$ cat src/hw/rtl/sample_variance_stddev_macros.svh
// Assertion macros shared by the sample variance block.
`ifndef SAMPLE_VARIANCE_STDDEV_MACROS_SVH
`define SAMPLE_VARIANCE_STDDEV_MACROS_SVH

// The consequent must hold in the same cycle as the antecedent.
`define SVS_ASSERT_IMP(lbl, clk, rstn, ante, cons, msg) \
    lbl: assert property (@(posedge clk) disable iff (!rstn) (ante) |-> (cons)) \
        else $error(msg);

// The consequent must hold in the cycle after the antecedent.
`define SVS_ASSERT_NXT(lbl, clk, rstn, ante, cons, msg) \
    lbl: assert property (@(posedge clk) disable iff (!rstn) (ante) |=> (cons)) \
        else $error(msg);

`endif

$ cat src/hw/rtl/svs_pkg.sv
package svs_pkg;

    localparam int MAX_SAMPLES_DEF  = 65536;
    localparam int SAMPLE_WIDTH_DEF = 16;

    localparam int S_TDATA_W   = 16;
    localparam int RES_W       = 32;
    localparam int RT_W        = RES_W / 2;
    localparam int COUNT_OUT_W = 17;
    localparam int M_TDATA_W   = 56;
    localparam int QUEUE_DEPTH = 2;

    typedef enum logic {
        MODE_VARIANCE = 1'b0,
        MODE_STDDEV   = 1'b1
    } result_mode_t;

    typedef enum logic [3:0] {
        ST_IDLE,
        ST_MUL_LO,
        ST_MUL_HI,
        ST_MUL_SQ,
        ST_MUL_DEN,
        ST_SUB,
        ST_DIV,
        ST_SQRT,
        ST_DONE
    } back_state_t;

endpackage

$ cat src/hw/rtl/svs_fifo.sv
module svs_fifo #(
    parameter int WIDTH = 98,
    parameter int DEPTH = 2
) (
    input  logic             aclk,
    input  logic             aresetn,
    input  logic             wr_en,
    input  logic [WIDTH-1:0] wr_data,
    output logic             full,
    input  logic             rd_en,
    output logic [WIDTH-1:0] rd_data,
    output logic             empty
);
    import svs_pkg::*;

    localparam int AW = (DEPTH > 1) ? $clog2(DEPTH) : 1;
    localparam int CW = $clog2(DEPTH + 1);

    logic [WIDTH-1:0] mem_reg [DEPTH];
    logic [AW-1:0]    wr_ptr_reg, wr_ptr_next;
    logic [AW-1:0]    rd_ptr_reg, rd_ptr_next;
    logic [CW-1:0]    count_reg, count_next;
    logic             do_wr;
    logic             do_rd;

    assign full    = count_reg == CW'(DEPTH);
    assign empty   = count_reg == '0;
    assign do_wr   = wr_en && !full;
    assign do_rd   = rd_en && !empty;
    assign rd_data = mem_reg[rd_ptr_reg];

    always_comb begin
        wr_ptr_next = wr_ptr_reg;
        rd_ptr_next = rd_ptr_reg;
        count_next  = count_reg;
        if (do_wr) begin
            wr_ptr_next = (wr_ptr_reg == AW'(DEPTH - 1)) ? '0 : wr_ptr_reg + AW'(1);
        end
        if (do_rd) begin
            rd_ptr_next = (rd_ptr_reg == AW'(DEPTH - 1)) ? '0 : rd_ptr_reg + AW'(1);
        end
        if (do_wr && !do_rd) begin
            count_next = count_reg + CW'(1);
        end else if (do_rd && !do_wr) begin
            count_next = count_reg - CW'(1);
        end
    end

    always_ff @(posedge aclk) begin
        if (!aresetn) begin
            wr_ptr_reg <= '0;
            rd_ptr_reg <= '0;
            count_reg  <= '0;
        end else begin
            wr_ptr_reg <= wr_ptr_next;
            rd_ptr_reg <= rd_ptr_next;
            count_reg  <= count_next;
        end
    end

    always_ff @(posedge aclk) begin
        if (do_wr) begin
            mem_reg[wr_ptr_reg] <= wr_data;
        end
    end

endmodule

$ cat config.mk
export PLATFORM = sky130hd
export DESIGN_NAME = svs_fifo
export DESIGN_NICKNAME = d
export VERILOG_FILES = /design/src/hw/rtl/sample_variance_stddev_macros.svh /design/src/hw/rtl/svs_pkg.sv /design/src/hw/rtl/svs_fifo.sv
export SDC_FILE = /design/constraint.sdc
export NUM_CORES = 1
export LEC_CHECK = 0
export ABC_AREA = 1
export BUFFER_PORTS_ARGS = -buffer_cell sky130_fd_sc_hd__buf_2
export CAP_MARGIN = 20
export CORE_MARGIN = 1
export CORE_UTILIZATION = 46
export CTS_CLUSTER_SIZE = 25
export DETAILED_ROUTE_END_ITERATION = 6
export HOLD_SLACK_MARGIN = 0.1
export PLACE_DENSITY = 0.67
export SLEW_MARGIN = 10
export SYNTH_ARGS = -nofsm -noshare
export SYNTH_HDL_FRONTEND = slang
export SYNTH_SLANG_ARGS = --single-unit
$ cat constraint.sdc
create_clock -name aclk -period 6.6 [get_ports aclk]
set_input_delay 0.99 -clock aclk [delete_from_list [all_inputs] [get_ports aclk]]
set_output_delay 0.99 -clock aclk [all_outputs]
set_load 0.05 [all_outputs]
Word-level counts from Yosys, hierarchy flattened
Memories as Yosys holds them, arrays and structs flattened. A register that Yosys moved wholly into a read port is not among the register bits.
Cells that the tools add are included.

word-level totals
  memories kept = 1
  bits in registers = 4
  word-level logic and storage cells = 27
  bits in writable memories = 196

memory list
  name     words  bits a word  rd ports  clocked after Yosys merged registers in  wr ports  RTL line        RTL
  mem_reg  2      98           1         1                                        1         svs_fifo.sv:19  logic [WIDTH-1:0] mem_reg [DEPTH];

operators by class
  muxes and demuxes = 8
  reductions and logical operators = 10
  $add $sub $neg = 4
  equal/unequal tests = 1

operators with widths
  kind                                                                 count
  1-bit two-way mux                                                    6
  1-bit logical AND                                                    4
  1-bit logical NOT                                                    4
  2-bit two-way mux                                                    2
  1-bit adder (second input constant)                                  2
  2-bit by 1-bit adder with 2-bit output (second input constant)       1
  2-bit equality test (second input constant)                          1
  2-bit logical NOT                                                    1
  2-bit nonzero test                                                   1
  2-bit by 1-bit subtractor with 2-bit output (second input constant)  1

Longest topological paths before layout
  word-level depth = 7
  depth in mapped cells = 10
  depth with buffers taken out = 10

Worst setup path after synthesis
OpenSTA, ideal clock, no wires.

  path kind = input-to-reg
  start = input port wr_en
  end = memory mem_reg[0][0], enable pin
  required time = 6.044 ns
  buffers on the path = 0
  slack = 0.819 ns
  data arrival time = 5.225 ns
  stages on the path = 2
  cell sequence = o21ai_0 -> nor2_1

on the way
  cells in the longest elaborated chain, start to end = 3

RTL lines
  item                                     RTL line        RTL
  from (decl)                              svs_fifo.sv:7   input logic wr_en,
  1-bit logical AND                        svs_fifo.sv:28  assign do_wr = wr_en && !full;
  1-bit two-way mux                        svs_fifo.sv:62  if (do_wr) begin
  1-bit two-way mux (not written as such)  svs_fifo.sv:63  mem_reg[wr_ptr_reg] <= wr_data;
  to (decl)                                svs_fifo.sv:19

No other way between the ends.

==> metrics.yaml <==
outcome: "finished clean"
grt_pass1_vias: 3864
clk_latency_ns: 0.48
slew_headroom: 0.2906
crit_fanout: 53
sw_frac_of_total: 0.3589
post_cts_resized: 0
dieArea_sq_um: 16570
fin_skew_ns: 0.01168
final_common_cell: "buf_2"
maxSlewViolCount: 0
start_util: 0.4788
drcViolationCount: 0
place_area_sq_um: 8617
cts_hold_buf: 0
endpoint_kind: "primary output"
io_buffers: 201
yosysTopAreaCellShare: 0.7969
p_sw_w: 0.001436
yosysWarningCount: 0
final_cell_mix: "buf_2 (201), edfxtp_1 (196), mux2_2 (78), clkbuf_16 (21), mux2_4 (20)"
grt_use_met1: 0.2044
use_met2: 0.2483
overflow: 0
grt_max_degree: 80
globalRoute.busiestLayer: "met2"
drive_gt1_frac: 0.5754
die_w_microns: 128.7
powerDensity_nw_per_um2: 434.8
p_leak_nw: 3.481
synth.avg_cell_area_sq_um: 21.53
wire_per_inst_microns: 17.03
largest_reg_flops: 196
routed_via_density: 4.788
syn2layout_area_growth_pct: 24.63
rows: 45
seq_area_frac_synth: 0.8104
yosys_register_bits: 201
vias: 3744
setup-tns-final_ns: 0
use_met3: 0.06778
clkPwrFrac: 0.257
reg2reg_from: "count_reg[0]"
hold_end: "rd_ptr_reg"
dp.cells: 747
power.internal_w: 0.002566
holdPathStages: 2
gp_congestion: 0.7599
seqPwrFrac: 0.423
max_freq_ghz: 0.2712
numCtsBuffers: 21
cpMaxStageDelayCell: "dfxtp_4"
grt_antenna_before_repair: 4
cts_tree: "yes"
netlist_area_sq_um: 7386
yosysTopAreaCell: "edfxtp_1"
holdCritPathClass: "register to register"
core_sq_um: 15430
rsz0062_at_grt: "no"
die_h_microns: 128.7
arrival_ns: 2.70
routed_wirelength_microns: 13320
ios: 202
cts_max_level: 1
synth_area_leaders: "edfxtp_1 (80%), mux2_2 (12%), mux2_4 (4.1%), dfxtp_1 (1.4%), buf_6 (0.61%)"
synthesis.nets: 446
required_ns: 5.61
path_cells: "buf_4 > mux2_2 > buf_2"
grt_usage: 0.1591
reg2reg_depth: 3
post-route-min-period_ns: 3.687
path_class: "register to primary output"
dr.first_iter.drc_count: 210
drt_first_pass_iters: 6
p_comb_frac: 0.320
cp-start-kind: "register"
syn_inst: 343
worstMarginPinSlew_ns: 1.064
cts_setup_buffers: 0
cts_num_sinks: 201
peakVddDrop_mv: 0.2853
r2r_setup_slack_ns: 3.99
synth_cell_type_count: 14
hold_viol: 0
cpPeakStageDelay_ns: 0.79
hp-start: "rd_ptr_reg"
final_cell_count_no_fill: 782
postRouteAntennaNets: 0
finalSetupViolations: 0
final_cell_area_sq_um: 9205
hpwl_microns: 8669
grt_pass1_wl_microns: 19990
clkTransAtPathRegs_ns: 0.06
worstReg2RegEnd: "mem_reg[0][74]"
finalCritPeriodShare: 0.5586
root_buffer: "clkbuf_16"
cap_violations: 0
clock_path_buffers: 3
num-nets-final: 662
## power groups by stage
stage	clock network, W	logic, W	registers [W]
global placement	0	0.00129	0.00171
floorplan	0	0.00106	0.00170
CTS	0.00105	0.00130	0.00170
finish	0.00103	0.00128	0.00169
global route	0.00111	0.00135	0.00171
detailed placement	0	0.00129	0.00172
## worst max-delay path: cells and delay by family (launching register included)
| kind | cells | cell delay, ns |
|---|---|---|
| buffers and inverters | 2 | 0.91 |
| flip-flops | 1 | 0.79 |
| multiplexers | 1 | 0.44 |
## cells in the mapped netlist
master / count
edfxtp_1: 196
mux2_2: 78
mux2_4: 20
nor2_1: 11
inv_1: 9
buf_2: 7
nand2_1: 6
dfxtp_1: 5
buf_6: 4
o21ai_0: 3
a21oi_1: 1
ha_1: 1
nand3_1: 1
nand4_1: 1
## per-layer routing
layer,wire (microns),share of wire
met2,6046,0.45
met5,27,0.0020
met4,192,0.014
met3,1506,0.11
met1,5546,0.42
## layout make-up
type / count / area [sq um]
clock buffers: 32 / 576.8
clock inverters: 2 / 8.758
fillers: 1218 / 6222
repair buffers: 204 / 1028
diodes: 1 / 2.502
well taps: 211 / 264.0
flip-flops and latches: 201 / 5989
multi-input cells: 122 / 1301
inverters: 9 / 33.78
## cell families after synthesis
kind of cell	count (synthesis)	synth area share
flip-flops	201	0.8104
adder cells (fa/ha/maj)	1	0.001694
AO/OA/AOI/OAI	4	0.002709
multiplexers	98	0.1596
buffers and inverters	20	0.01541
AND/OR/NAND/NOR	19	0.01016
## metrics by stage
| stage | total power (W) | setup WS, ns | hold WS [ns] | utilization |
|---|---|---|---|---|
| floorplan | 0.002759 | 0.8190 | 0.4669 | - |
| global placement | 0.002997 | 3.359 | 0.4797 | 0.5586 |
| detailed placement | 0.003017 | 3.319 | 0.4935 | 0.5586 |
| CTS | 0.004044 | 2.866 | 0.5109 | 0.5965 |
| global route | 0.004168 | 2.761 | 0.5737 | 0.5965 |
| finish | 0.004003 | 2.913 | 0.5040 | 0.5967 |
## how the worst max path moves through the flow
stage,from,to,slack (ns),depth (start not counted)
4_1_cts,register,rd_data[38],2.87,3
5_1_grt,register,rd_data[94],2.76,3
3_3_place_gp,wr_en,mem_reg[0][61],3.36,4
2_1_floorplan,wr_en,mem_reg[0][0],0.82,2
3_5_place_dp,wr_en,mem_reg[1][82],3.32,4
6_report,register,rd_data[5],2.91,3
Note: power is estimated with default switching activity, not from simulation.
