==> src/hw/rtl/sample_variance_stddev_macros.svh <==
// Assertion macros shared by the sample variance block.
`ifndef SAMPLE_VARIANCE_STDDEV_MACROS_SVH
`define SAMPLE_VARIANCE_STDDEV_MACROS_SVH

// The consequent must hold in the same cycle as the antecedent.
`define SVS_ASSERT_IMP(lbl, clk, rstn, ante, cons, msg) \
    lbl: assert property (@(posedge clk) disable iff (!rstn) (ante) |-> (cons)) \
        else $error(msg);

// The consequent must hold in the cycle after the antecedent.
`define SVS_ASSERT_NXT(lbl, clk, rstn, ante, cons, msg) \
    lbl: assert property (@(posedge clk) disable iff (!rstn) (ante) |=> (cons)) \
        else $error(msg);

`endif

==> src/hw/rtl/svs_pkg.sv <==
package svs_pkg;

    localparam int MAX_SAMPLES_DEF  = 65536;
    localparam int SAMPLE_WIDTH_DEF = 16;

    localparam int S_TDATA_W   = 16;
    localparam int RES_W       = 32;
    localparam int RT_W        = RES_W / 2;
    localparam int COUNT_OUT_W = 17;
    localparam int M_TDATA_W   = 56;
    localparam int QUEUE_DEPTH = 2;

    typedef enum logic {
        MODE_VARIANCE = 1'b0,
        MODE_STDDEV   = 1'b1
    } result_mode_t;

    typedef enum logic [3:0] {
        ST_IDLE,
        ST_MUL_LO,
        ST_MUL_HI,
        ST_MUL_SQ,
        ST_MUL_DEN,
        ST_SUB,
        ST_DIV,
        ST_SQRT,
        ST_DONE
    } back_state_t;

endpackage

==> src/hw/rtl/svs_front.sv <==
module svs_front #(
    parameter int MAX_SAMPLES  = 65536,
    parameter int SAMPLE_WIDTH = 16,
    parameter int ENTRY_W      = 98
) (
    input  logic                          aclk,
    input  logic                          aresetn,
    input  logic                          s_valid,
    output logic                          s_ready,
    input  logic [svs_pkg::S_TDATA_W-1:0] s_sample,
    input  logic                          s_last,
    output logic                          q_wr_en,
    output logic [ENTRY_W-1:0]            q_wr_data,
    input  logic                          q_full
);
    import svs_pkg::*;

    localparam int CNT_W = $clog2(MAX_SAMPLES + 1);
    localparam int SUM_W = SAMPLE_WIDTH + CNT_W;
    localparam int SQ_W  = 2 * SAMPLE_WIDTH - 2 + CNT_W;
    localparam int SQR_W = 2 * SAMPLE_WIDTH - 1;

    logic signed [SAMPLE_WIDTH-1:0]   smp;
    logic signed [2*SAMPLE_WIDTH-1:0] smp_prod;
    logic                             accept;
    logic                             advance;

    logic                             p_valid_reg, p_valid_next;
    logic                             p_last_reg;
    logic signed [SAMPLE_WIDTH-1:0]   p_sample_reg;
    logic [SQR_W-1:0]                 p_square_reg;

    logic signed [SUM_W-1:0]          sum_reg, sum_next;
    logic [SQ_W-1:0]                  sq_reg, sq_next;
    logic [CNT_W-1:0]                 cnt_reg, cnt_next;
    logic                             ovf_reg, ovf_next;

    logic                             room;
    logic signed [SUM_W-1:0]          acc_sum;
    logic [SQ_W-1:0]                  acc_sq;
    logic [CNT_W-1:0]                 acc_cnt;
    logic                             acc_ovf;

    assign smp      = s_sample[SAMPLE_WIDTH-1:0];
    assign smp_prod = smp * smp;

    assign advance = p_valid_reg && (!p_last_reg || !q_full);
    assign s_ready = !p_valid_reg || advance;
    assign accept  = s_valid && s_ready;

    assign room    = cnt_reg < CNT_W'(MAX_SAMPLES);
    assign acc_sum = room ? sum_reg + {{(SUM_W-SAMPLE_WIDTH){p_sample_reg[SAMPLE_WIDTH-1]}},
                                       p_sample_reg}
                          : sum_reg;
    assign acc_sq  = room ? sq_reg + SQ_W'(p_square_reg) : sq_reg;
    assign acc_cnt = room ? cnt_reg + CNT_W'(1) : cnt_reg;
    assign acc_ovf = ovf_reg | !room;

    assign q_wr_en   = advance && p_last_reg;
    assign q_wr_data = {acc_ovf, acc_cnt, acc_sq, acc_sum};

    always_comb begin
        p_valid_next = p_valid_reg;
        if (accept) begin
            p_valid_next = 1'b1;
        end else if (advance) begin
            p_valid_next = 1'b0;
        end
    end

    always_comb begin
        sum_next = sum_reg;
        sq_next  = sq_reg;
        cnt_next = cnt_reg;
        ovf_next = ovf_reg;
        if (advance) begin
            if (p_last_reg) begin
                sum_next = '0;
                sq_next  = '0;
                cnt_next = '0;
                ovf_next = 1'b0;
            end else begin
                sum_next = acc_sum;
                sq_next  = acc_sq;
                cnt_next = acc_cnt;
                ovf_next = acc_ovf;
            end
        end
    end

    always_ff @(posedge aclk) begin
        if (!aresetn) begin
            p_valid_reg <= 1'b0;
            sum_reg     <= '0;
            sq_reg      <= '0;
            cnt_reg     <= '0;
            ovf_reg     <= 1'b0;
        end else begin
            p_valid_reg <= p_valid_next;
            sum_reg     <= sum_next;
            sq_reg      <= sq_next;
            cnt_reg     <= cnt_next;
            ovf_reg     <= ovf_next;
        end
    end

    always_ff @(posedge aclk) begin
        if (accept) begin
            p_last_reg   <= s_last;
            p_sample_reg <= smp;
            p_square_reg <= smp_prod[SQR_W-1:0];
        end
    end

endmodule

==> config.mk <==
export PLATFORM = sky130hd
export DESIGN_NAME = svs_front
export DESIGN_NICKNAME = d
export VERILOG_FILES = /design/src/hw/rtl/sample_variance_stddev_macros.svh /design/src/hw/rtl/svs_pkg.sv /design/src/hw/rtl/svs_front.sv
export SDC_FILE = /design/constraint.sdc
export NUM_CORES = 1
export LEC_CHECK = 0
export BUFFER_PORTS_ARGS = -buffer_cell sky130_fd_sc_hd__buf_2
export CAP_MARGIN = 20
export CORE_AREA = 3 3 195 178
export CTS_CLUSTER_SIZE = 20
export DETAILED_ROUTE_END_ITERATION = 6
export DIE_AREA = 0 0 198 181
export PLACE_DENSITY_LB_ADDON = 0.15
export SKIP_CTS_REPAIR_TIMING = 1
export SLEW_MARGIN = 30
export SYNTH_ARGS = -nofsm -noshare
export SYNTH_HDL_FRONTEND = slang
export SYNTH_SLANG_ARGS = --single-unit
==> constraint.sdc <==
create_clock -name aclk -period 9.5 [get_ports aclk]
set_input_delay 1.425 -clock aclk [delete_from_list [all_inputs] [get_ports aclk]]
set_output_delay 1.425 -clock aclk [all_outputs]
set_load 0.02 [all_outputs]
Yosys cells after proc, flatten, opt, wreduce, memory -nomap -nowiden --
Index checks and enable logic that the tools add are counted.
Storage, ports and cells: latch bits 0, word-level logic and storage cells 33, register bits after elaboration 147, memories 0, bits in read-only memories 0, bits in writable memories 0
Operators by class: $add $sub $neg 3, $mul 1, equal/unequal tests 0, bitwise gates (word level) 1, divide/modulo/power cells 0, $lt $le $gt $ge 1, mux-type cells 9, shifts and indexed selects 0, reductions and logical operators 10
Operator list (number):
- 2-to-1 mux 47 bit | 2
- 2-to-1 mux 33 bit | 2
- adder 47 x 31 -> 47 bit | 1
- 2-to-1 mux 17 bit | 2
- adder 33 bit | 1
- multiplier 16 x 16 -> 31 bit | 1
- adder 17 x 1 -> 17 bit (second input constant) | 1
- less-than comparator 17 bit (second input constant) | 1
- logical NOT 1 bit | 4
- logical AND 1 bit | 3
- 2-to-1 mux 1 bit | 3
- logical OR 1 bit | 2
- nonzero test 2 bit | 1
- OR 1 bit | 1

Logic depth before layout (Yosys ltp) --
Gate-level depths: netlist of the first run.
word-level depth 6, mapped depth 27

Least setup slack after synthesis of the first run --
No wires, ideal clock.
path kind input-to-reg, from in s_sample[4] (netlist name), to reg p_square_reg[29], data pin, path buffers 2, cell stages on the path 23, setup slack 1695 ps, data arrival time 7543 ps, path through clkbuf_1 clkbuf_1 nand2_1 fa_1 inv_1 fa_1 fa_1 fa_1 fa_1 inv_1 fa_1 inv_1 ha_1 and3_1 and3_4 a32o_2 a211oi_2 a22oi_2 o31a_1 o2111ai_2 nand3_2 o41ai_2 xnor2_1
Between the ends: cells in the longest elaborated chain, start to end 1
RTL lines:
- start, declared | RTL line svs_front.sv:10 | input logic [svs_pkg::S_TDATA_W-1:0] s_sample,
- multiplier 16 x 16 -> 31 bit | RTL line svs_front.sv:45 | assign smp_prod = smp * smp;
- named net smp_prod[29] | RTL line svs_front.sv:24 | logic signed [2*SAMPLE_WIDTH-1:0] smp_prod;
- end signal, assigned | RTL line svs_front.sv:111 | p_square_reg <= smp_prod[SQR_W-1:0];
- end, declared | RTL line svs_front.sv:31 | logic [SQR_W-1:0] p_square_reg;
The timed path passes the listed nets, and every way through them passes these cells. A chain may end at the register's enable or synchronous reset.

Worst setup path in the final report of the first run --
from in s_sample[2] (netlist name), to reg p_square_reg[29], data pin
Same word-level chain as after synthesis.

==> results of run 1 <==
-- critical path: cells and delay by family --
kind / cells / cell delay [ns]
adders and majority gates: 7 / 3.32
buffers and inverters: 6 / 0.82
and+or+nand+nor: 4 / 0.77
AOI/OAI and AO/OA: 6 / 1.50
xor gates and xnor gates: 1 / 0.11
-- worst max path at each step --
stage,from,to,slack [ns],cells after the start
final,s_sample[2],p_square_reg[29],1.72,24
after global routing,s_sample[2],p_square_reg[29],1.37,24
after CTS,s_sample[2],p_square_reg[29],1.73,24
after detailed placement,s_sample[2],p_square_reg[29],1.29,24
after global placement,s_sample[2],p_square_reg[29],1.36,24
after floorplan,s_sample[4],p_square_reg[29],1.69,23
-- cell type report --
cell class | count | share of cell area, %
Clock buffer | 23 | 2.67
Sequential cell | 145 | 17.3
Inverter | 356 | 6.87
Timing Repair Buffer | 126 | 3.32
Tap cell | 422 | 2.71
Multi-Input combinational cell | 1472 | 66.7
Clock inverter | 9 | 0.457
-- cell usage in the layout (no fill, tap or decap), drive strengths merged, types with 20 or more instances in the layout --
master	Yosys	routed
nor2	127	127
inv	356	361
a21oi	78	78
and2	46	46
edfxtp	46	46
clkbuf	66	23
nor2b	20	20
o21ai	127	127
buf	6	126
a22oi	41	41
fa	232	232
nand2	228	228
ha	149	149
nand3	28	28
xor2	47	47
dfxtp	99	99
xnor2	85	85
a21o	59	59
-- stage by stage --
step                      worst slack, ns  utilization, %  instances
final                                1.72            59.3       2553
after global routing                 1.37            59.3       2553
after CTS                            1.73            59.3       2553
after detailed placement             1.29            57.5       2521
after global placement               1.36            57.5       2521
after floorplan                      1.69               -       2045
-- power groups by stage --
stage	logic, mW	registers, mW	clock network (mW)
3_3_place_gp	5.89	1.09	0
2_1_floorplan	4.79	1.07	0
3_5_place_dp	6.07	1.09	0
5_1_grt	6.95	1.09	0.728
6_report	6.10	1.08	0.695
4_1_cts	6.11	1.08	0.704
-- routing by layer --
metal | wire length (um) | part of all wire [%] | track usage [%]
met3 | 2770 | 6.2 | 4.23
met2 | 20700 | 46 | 41.9
met5 | 10 | 0.022 | 0
met1 | 20300 | 45 | 35.5
met4 | 1220 | 2.7 | 7.61
-- logic make-up after synthesis --
group,after synthesis
multiplexers,11
adder cells (fa/ha/maj),381
flip-flops,145
AO/OA/AOI/OAI,413
XOR/XNOR,132
AND/OR/NAND/NOR,535
buffers and inverters,428
==> impl_metrics.yaml, run 1 <==
synthesis:
  syn_nets: 2447
  yosys_warnings: 0
  yosys.area_share.adder_pct: 36.3
  syn_area_per_cell_um2: 8.77
  synthDistinctLibCells: 77
  synth_compound_area_share_pct: 15.1
  synth_top_area_share_pct: 25.9
  ys_seq_area_share_pct: 18.7
  yosysMostFrequentCell: "inv_1"
  yosys-top-cells-count: "inv_1, fa_1, nand2_1"
  synth_cells: 2045
  synth_area_leaders: "fa_1, dfxtp_1, ha_1"
  synth_edf_count: 46
  synthArstFlopShare_pct: 0
  synthFlopType: "dfxtp_1"
  ys_ff_latch: 145
  synth_simple_gate_area_share_pct: 13.7
  synth_top_family_by_area: "adder cells"
  syn_area_um2: 17900
  synth_area_leader_cell: "fa_1"
  synth_xor_area_share_pct: 6.44
  muxShareOfSynthArea_pct: 0.683
worst_setup_path:
  rr_worst_depth: 11
  r2r_slack_ns: 5.60
  crit_fanout: 16
  arrival_ns: 7.95
  r2r_end: "sum_reg[32]"
  cpMaxStageDelayCell: "fa_1"
  worstSetupStartpointType: "input pin"
  r2r-start: "p_sample_reg[15]"
  end_kind: "flip-flop"
  cp.required_ns: 9.68
  cpMostUsedCell: "fa_1"
  worstPathCellList: "buf_2 > inv_1 > nor2_1 > inv_1 > fa_1 > inv_1 > fa_1 > fa_1 > fa_1 > fa_1 > inv_1 > fa_1 > inv_1 > ha_1 > and3_1 > and3_4 > a32o_2 > a211oi_2 > a22oi_2 > o31a_1 > o2111ai_2 > nand3_2 > o41ai_2 > xnor2_1"
  path_class: "in -> reg"
  critPathMaxStageDelay_ns: 0.55
detailed_routing:
  vias: 14200
  ant_nets: 0
  avgRoutedWirePerCell_um: 17.6
  routed_wl_um: 45000
  avgViaCountPerCell: 5.55
  drc: 0
  drtIter0Drc: 908
  drtPass1Iterations: 5
die:
  core_um2: 32800
  pin_count: 121
  fp.dieH_um: 181
  die-area_um2: 35800
  initial_core_util_pct: 54.7
  die_w_um: 198
  rows: 63
global_route:
  gr-usage-all-layers_pct: 25.7
  antenna_found_initial: 1
  grt_max_degree: 99
  grt_pass1_wl_um: 74100
  grt_pass1_vias: 14400
  overflow: 0
placement:
  io_buffers: 120
  dpl_cell_area_um2: 18800
  gp_routability_congestion: 0.903
  dp_hpwl_um: 35100
power_and_ir_drop:
  power_density_nw_per_um2: 405
  p_switching_mw: 3.84
  swShare_pct: 48.8
  ir_worst_vdd_mv: 0.429
  internal-power_mw: 4.04
  clockPowerShare_pct: 8.8
  total_power_mw: 7.88
  p_leak_nw: 9.55
  pwr-share-comb_pct: 77.5
  p_seq_share_pct: 13.7
clock_tree:
  cts_tree: "done"
  clock_latency_ns: 0.43
  h-tree-depth: 4
  clk_pin_slew_ns: 0.06
  clockBufferDepth: 2
  cts.sinks: 145
  cts_buffers: 17
  cts_root_buf: "clkbuf_16"
timing:
  drv_slew: 0
  worstMarginPinSlew_ns: 0.946
  maxSlewHeadroom_pct: 36.9
  hold_slack_ns: 0.476
  finalCritPeriodShare_pct: 81.9
  fin_crit_ns: 7.78
  skew_ns: 0.0116
  hold_viol_final: 0
  finalSetupViolCount: 0
  tns_ns: 0
  fmax_mhz: 129
  grt_setup_unrepaired: "false"
layout:
  final_nets: 2520
  largest_reg_flops: 47
  design_area_um2: 19500
  multi_input_area_um2: 13000
  synthToLayoutAreaGrowth_pct: 8.47
  fillers: 2897
  seq_area_um2: 3370
  drive_gt1_share_pct: 9.39
  n_antenna_cell: 0
min_path:
  hold_depth: 2
  hold_end: "sum_reg[0]"
  min_from: "sum_reg[0]"
  hp-class: "reg -> reg"
outcome:
  status: "complete, no violations"
flow_run:
  maxCapViolCount: 0
No activity file was read; power rests on OpenSTA's default activity.
==> run 2, diff against run 1 <==
Clock period 9.5 ns to 7.8 ns, I/O delays scaled along.
==> run 2 against run 1 <==
  * Cell count is 0.74% higher
  * Non-clock buffer count is 19 higher
  * Sequential cell count stayed put
  * Combinational power is 22% higher
  * Cell area is 0.66% higher
  * Clock-buffer cell count is 2 lower
  * Sequential power is 21% higher
  * First-iteration DRC count is 5.8% lower
  * Via count is 0.32% higher
==> impl_metrics.yaml, run 2 (same netlist as run 1, synthesis figures left out) <==
outcome:
  status: "complete, no violations"
worst_setup_path:
  worstSetupStartpointType: "input pin"
  r2r-start: "p_sample_reg[15]"
  cp-startpoint: "s_sample[12]"
  cp.required_ns: 7.98
  crit_fanout: 12
  path_class: "in -> reg"
  end_kind: "flip-flop"
  arrival_ns: 7.33
  r2r_slack_ns: 4.01
global_route:
  gr-usage-all-layers_pct: 26.0
  antenna_found_initial: 0
  overflow: 0
  grt_max_degree: 99
  grt_pass1_vias: 14700
  grt_pass1_wl_um: 74800
layout:
  fillers: 2928
  synthToLayoutAreaGrowth_pct: 9.19
  drive_gt1_share_pct: 10.1
  design_area_um2: 19600
  multi_input_area_um2: 13000
  final_nets: 2539
  seq_area_um2: 3370
  final_common_cell: "inv_1"
  n_antenna_cell: 0
  mostFrequentLayoutCells: "inv_1, fa_1, nand2_1, ha_1, nor2_1"
  largest_reg_flops: 47
  fin_cells: 2572
timing:
  worstMarginPinSlew_ns: 0.965
  maxSlewHeadroom_pct: 35.4
  fmax_mhz: 140
  setup_ws_ns: 0.642
  skew_ns: 0.0122
  hold_viol_final: 0
  finalSetupViolCount: 0
  drv_slew: 0
  finalCritPeriodShare_pct: 91.8
  grt_setup_unrepaired: "false"
  fin_crit_ns: 7.16
  tns_ns: 0
power_and_ir_drop:
  internal-power_mw: 4.91
  total_power_mw: 9.58
  pwr-share-comb_pct: 77.6
  power_density_nw_per_um2: 489
  clockPowerShare_pct: 8.7
  ir_worst_vdd_mv: 0.473
  p_switching_mw: 4.68
  swShare_pct: 48.8
  p_leak_nw: 9.62
  p_seq_share_pct: 13.7
detailed_routing:
  vias: 14200
  ant_nets: 0
  routed_wl_um: 45000
  avgRoutedWirePerCell_um: 17.5
  drc: 0
  wl_met2_um: 20800
  top_layer_used: "met4"
  dr_wl_met3_um: 2280
  drtPass1Iterations: 5
  drtIter0Drc: 855
  wl_met1_um: 20900
  avgViaCountPerCell: 5.52
die:
  fp.dieH_um: 181
  initial_core_util_pct: 54.7
  pin_count: 121
  rows: 63
  core_um2: 32800
  die-area_um2: 35800
  die_w_um: 198
placement:
  gp_routability_congestion: 0.917
  dpl_cell_area_um2: 19000
  dp_slack_ns: 0.200
  dp.cells: 2540
  io_buffers: 120
  dp_hpwl_um: 35900
min_path:
  min_from: "sum_reg[0]"
  hp-class: "reg -> reg"
clock_tree:
  cts_root_buf: "clkbuf_16"
  cts_tree: "done"
  clockBufferDepth: 2
  cts.sinks: 145
  cts_buffers: 17
  clock_latency_ns: 0.44
  clk_pin_slew_ns: 0.06
  h-tree-depth: 4
flow_run:
  maxCapViolCount: 0
==> run 2: cell count changes in the layout (fill, tap and decap cells not counted), sizes merged <==
cell / before / now
clkinv: 3 / 4
clkbuf: 23 / 21
buf: 126 / 145
clkinvlp: 0 / 2
bufinv: 1 / 0
==> run 2: path summary, 6_finish.rpt <==
path / end / cells after the start
min: sum_reg[0] / 2
max reg2reg: sum_reg[30] / 11
min reg2reg: sum_reg[0] / 2
max: p_square_reg[29] / 22
==> run 2: power groups by stage <==
stage                     Sequential, mW  Clock [mW]  Combinational [mW]
after floorplan                     1.31           0                5.84
after global placement              1.33           0                7.20
after detailed placement            1.33           0                7.41
after CTS                           1.31       0.848                7.45
after global routing                1.32       0.881                8.52
final                               1.31       0.830                7.44
==> run 2: through the flow <==
stage	hold slack [ns]	util [%]
global route	0.507	59.7
global placement	0.453	57.9
finish	0.475	59.7
detailed placement	0.468	57.9
CTS	0.475	59.7
floorplan	0.445	-
==> run 2: per-layer routing <==
layer / vias up / global-route usage (%)
met5: - / 0
met4: 0 / 6.74
met3: 63 / 3.34
met2: 347 / 42.7
met1: 6958 / 36.6
li1: 6837 / -
==> run 2: final cells by class <==
| cell class | count | area share (%) |
|---|---|---|
| tap | 422 | 2.70 |
| timing repair buffer | 145 | 4.02 |
| sequential | 145 | 17.2 |
| inverter | 356 | 6.82 |
| multi-input combinational | 1472 | 66.2 |
| clock buffer | 21 | 2.63 |
| clock inverter | 11 | 0.453 |
==> run 2: critical path: stages <==
cell and delay (ns):
buf_2 0.26, nand2_1 0.13, fa_1 0.63, inv_1 0.08, fa_1 0.46, fa_1 0.52
fa_1 0.52, fa_1 0.54, inv_1 0.05, fa_1 0.53, inv_1 0.05, ha_1 0.34
and3_1 0.25, and3_4 0.20, a32o_2 0.22, a211oi_2 0.26, a22oi_2 0.17, o31a_1 0.32
o2111ai_2 0.19, nand3_2 0.10, o41ai_2 0.24, xnor2_1 0.11
==> run 3, diff against run 2 <==
Settings changed: REMOVE_ABC_BUFFERS set to 1.
==> run 3 against run 2 <==
  * Worst hold slack improved by 0.0062 ns
  * Non-clock buffer count increased by 5
  * Global-route usage decreased by 0.34 points
  * Via count shrank 0.78%
  * Fmax rose by 1.1%
==> impl_metrics.yaml, run 3 (same netlist as run 1, synthesis figures left out) <==
layout:
  multi_input_area_um2: 13000
  seq_area_um2: 3370
  final_common_cell: "inv_1"
  final_nets: 2544
  drive_gt1_share_pct: 10.3
  largest_reg_flops: 47
  n_antenna_cell: 0
  synthToLayoutAreaGrowth_pct: 9.48
  mostFrequentLayoutCells: "inv_1, fa_1, nand2_1, ha_1, nor2_1"
  fillers: 2932
worst_setup_path:
  worstPathCellList: "buf_2 > and2_1 > inv_1 > fa_1 > inv_1 > fa_1 > fa_1 > fa_1 > fa_1 > inv_1 > fa_1 > inv_1 > ha_1 > and3_1 > and3_4 > a32o_2 > a211oi_2 > a22oi_2 > o31a_1 > o2111ai_2 > nand3_2 > o41ai_2 > xnor2_1"
  crit_fanout: 7
  critPathMaxStageDelay_ns: 0.55
  cpMaxStageDelayCell: "fa_1"
  worstSetupStartpointType: "input pin"
  cpMostUsedCell: "fa_1"
  crit_buf_inv: 5
  cp.required_ns: 7.99
  arrival_ns: 7.27
  cp_top_family: "adder cells"
  end_kind: "flip-flop"
  path_class: "in -> reg"
detailed_routing:
  vias: 14100
  avgRoutedWirePerCell_um: 17.2
  routed_wl_um: 44400
  drc: 0
  ant_nets: 0
  avgViaCountPerCell: 5.47
  drtPass1Iterations: 5
  drtIter0Drc: 999
global_route:
  gr-usage-all-layers_pct: 25.7
  use_met2_pct: 41.7
  antenna_found_initial: 0
  grt_pass1_wl_um: 74000
  grt_util_met3_pct: 4.10
  met1_usage_pct: 35.3
  overflow: 0
  grt_max_degree: 75
  busiest_layer: "met2"
  grt_pass1_vias: 14700
clock_tree:
  cts_buffers: 17
  clock_latency_ns: 0.44
  clockBufferDepth: 2
  h-tree-depth: 4
  clk_pin_slew_ns: 0.07
  cts_tree: "done"
  cts.sinks: 145
  cts_root_buf: "clkbuf_16"
timing:
  tns_ns: 0
  hold_slack_ns: 0.481
  drv_slew: 0
  fmax_mhz: 141
  hold_viol_final: 0
  finalCritPeriodShare_pct: 90.8
  maxSlewHeadroom_pct: 42.8
  grt_setup_unrepaired: "false"
  worstMarginPinSlew_ns: 0.859
  skew_ns: 0.0155
  finalSetupViolCount: 0
  fin_crit_ns: 7.08
die:
  initial_core_util_pct: 54.7
  core_um2: 32800
  die_w_um: 198
  die-area_um2: 35800
  fp.dieH_um: 181
  pin_count: 121
  rows: 63
outcome:
  status: "complete, no violations"
power_and_ir_drop:
  power_density_nw_per_um2: 484
  p_leak_nw: 9.66
  ir_worst_vdd_mv: 0.404
min_path:
  hp-class: "reg -> reg"
placement:
  io_buffers: 120
  dp_hpwl_um: 35500
  gp_routability_congestion: 0.914
flow_run:
  maxCapViolCount: 0
## run 3: cell types whose count changed in the layout (fill, tap and decap cells not counted), sizes merged
cell and delta:
inv +1, bufinv +3, buf +5, clkbuf -2
clkinvlp -2
## run 3: area by class of cell
| type | instances | area share, % |
|---|---|---|
| Clock inverter | 13 | 0.879 |
| Clock buffer | 19 | 2.26 |
| Tap cell | 422 | 2.69 |
| Sequential cell | 145 | 17.1 |
| Inverter | 356 | 6.80 |
| Multi-Input combinational cell | 1472 | 66.0 |
| Timing Repair Buffer | 150 | 4.20 |
## run 3: stage by stage
stage	cells	power, mW	worst slack (ns)	utilization, %	area, um^2
3_5_place_dp	2545	8.66	0.229	58.0	19000
6_report	2577	9.50	0.719	59.9	19600
3_3_place_gp	2545	8.46	0.335	58.0	19000
2_1_floorplan	1973	7.09	0.691	-	17700
4_1_cts	2577	9.57	0.694	59.9	19600
5_1_grt	2577	10.6	0.377	59.9	19600
## run 3: power by group
part	switching (mW)	internal, mW	leakage, nW
Sequential	0.0545	1.26	1.25
Clock	0.355	0.518	0.304
Combinational	4.13	3.19	8.10
Total	4.54	4.96	9.66
## run 3: path summary, 6_finish.rpt
check	to	startpoint	cells past startpoint	slack [ns]
min	sum_reg[9]	sum_reg[9]	2	0.48
max	p_square_reg[29]	s_sample[14]	23	0.72
max reg2reg	sum_reg[32]	p_sample_reg[15]	11	4.06
min reg2reg	sum_reg[9]	sum_reg[9]	2	0.48
## run 3: worst min-delay path: cells and delay by family, from the launching register on
kind / cells / cell delay, ns
AND/OR/NAND/NOR: 1 / 0.05
flip-flops: 1 / 0.34
AO/OA/AOI/OAI: 1 / 0.06
## run 3: metal layers
| layer | up-vias | part of all wire [%] |
|---|---|---|
| met5 | - | 0 |
| li1 | 6862 | - |
| met2 | 396 | 45 |
| met1 | 6756 | 46 |
| met4 | 0 | 3.2 |
| met3 | 80 | 5.8 |
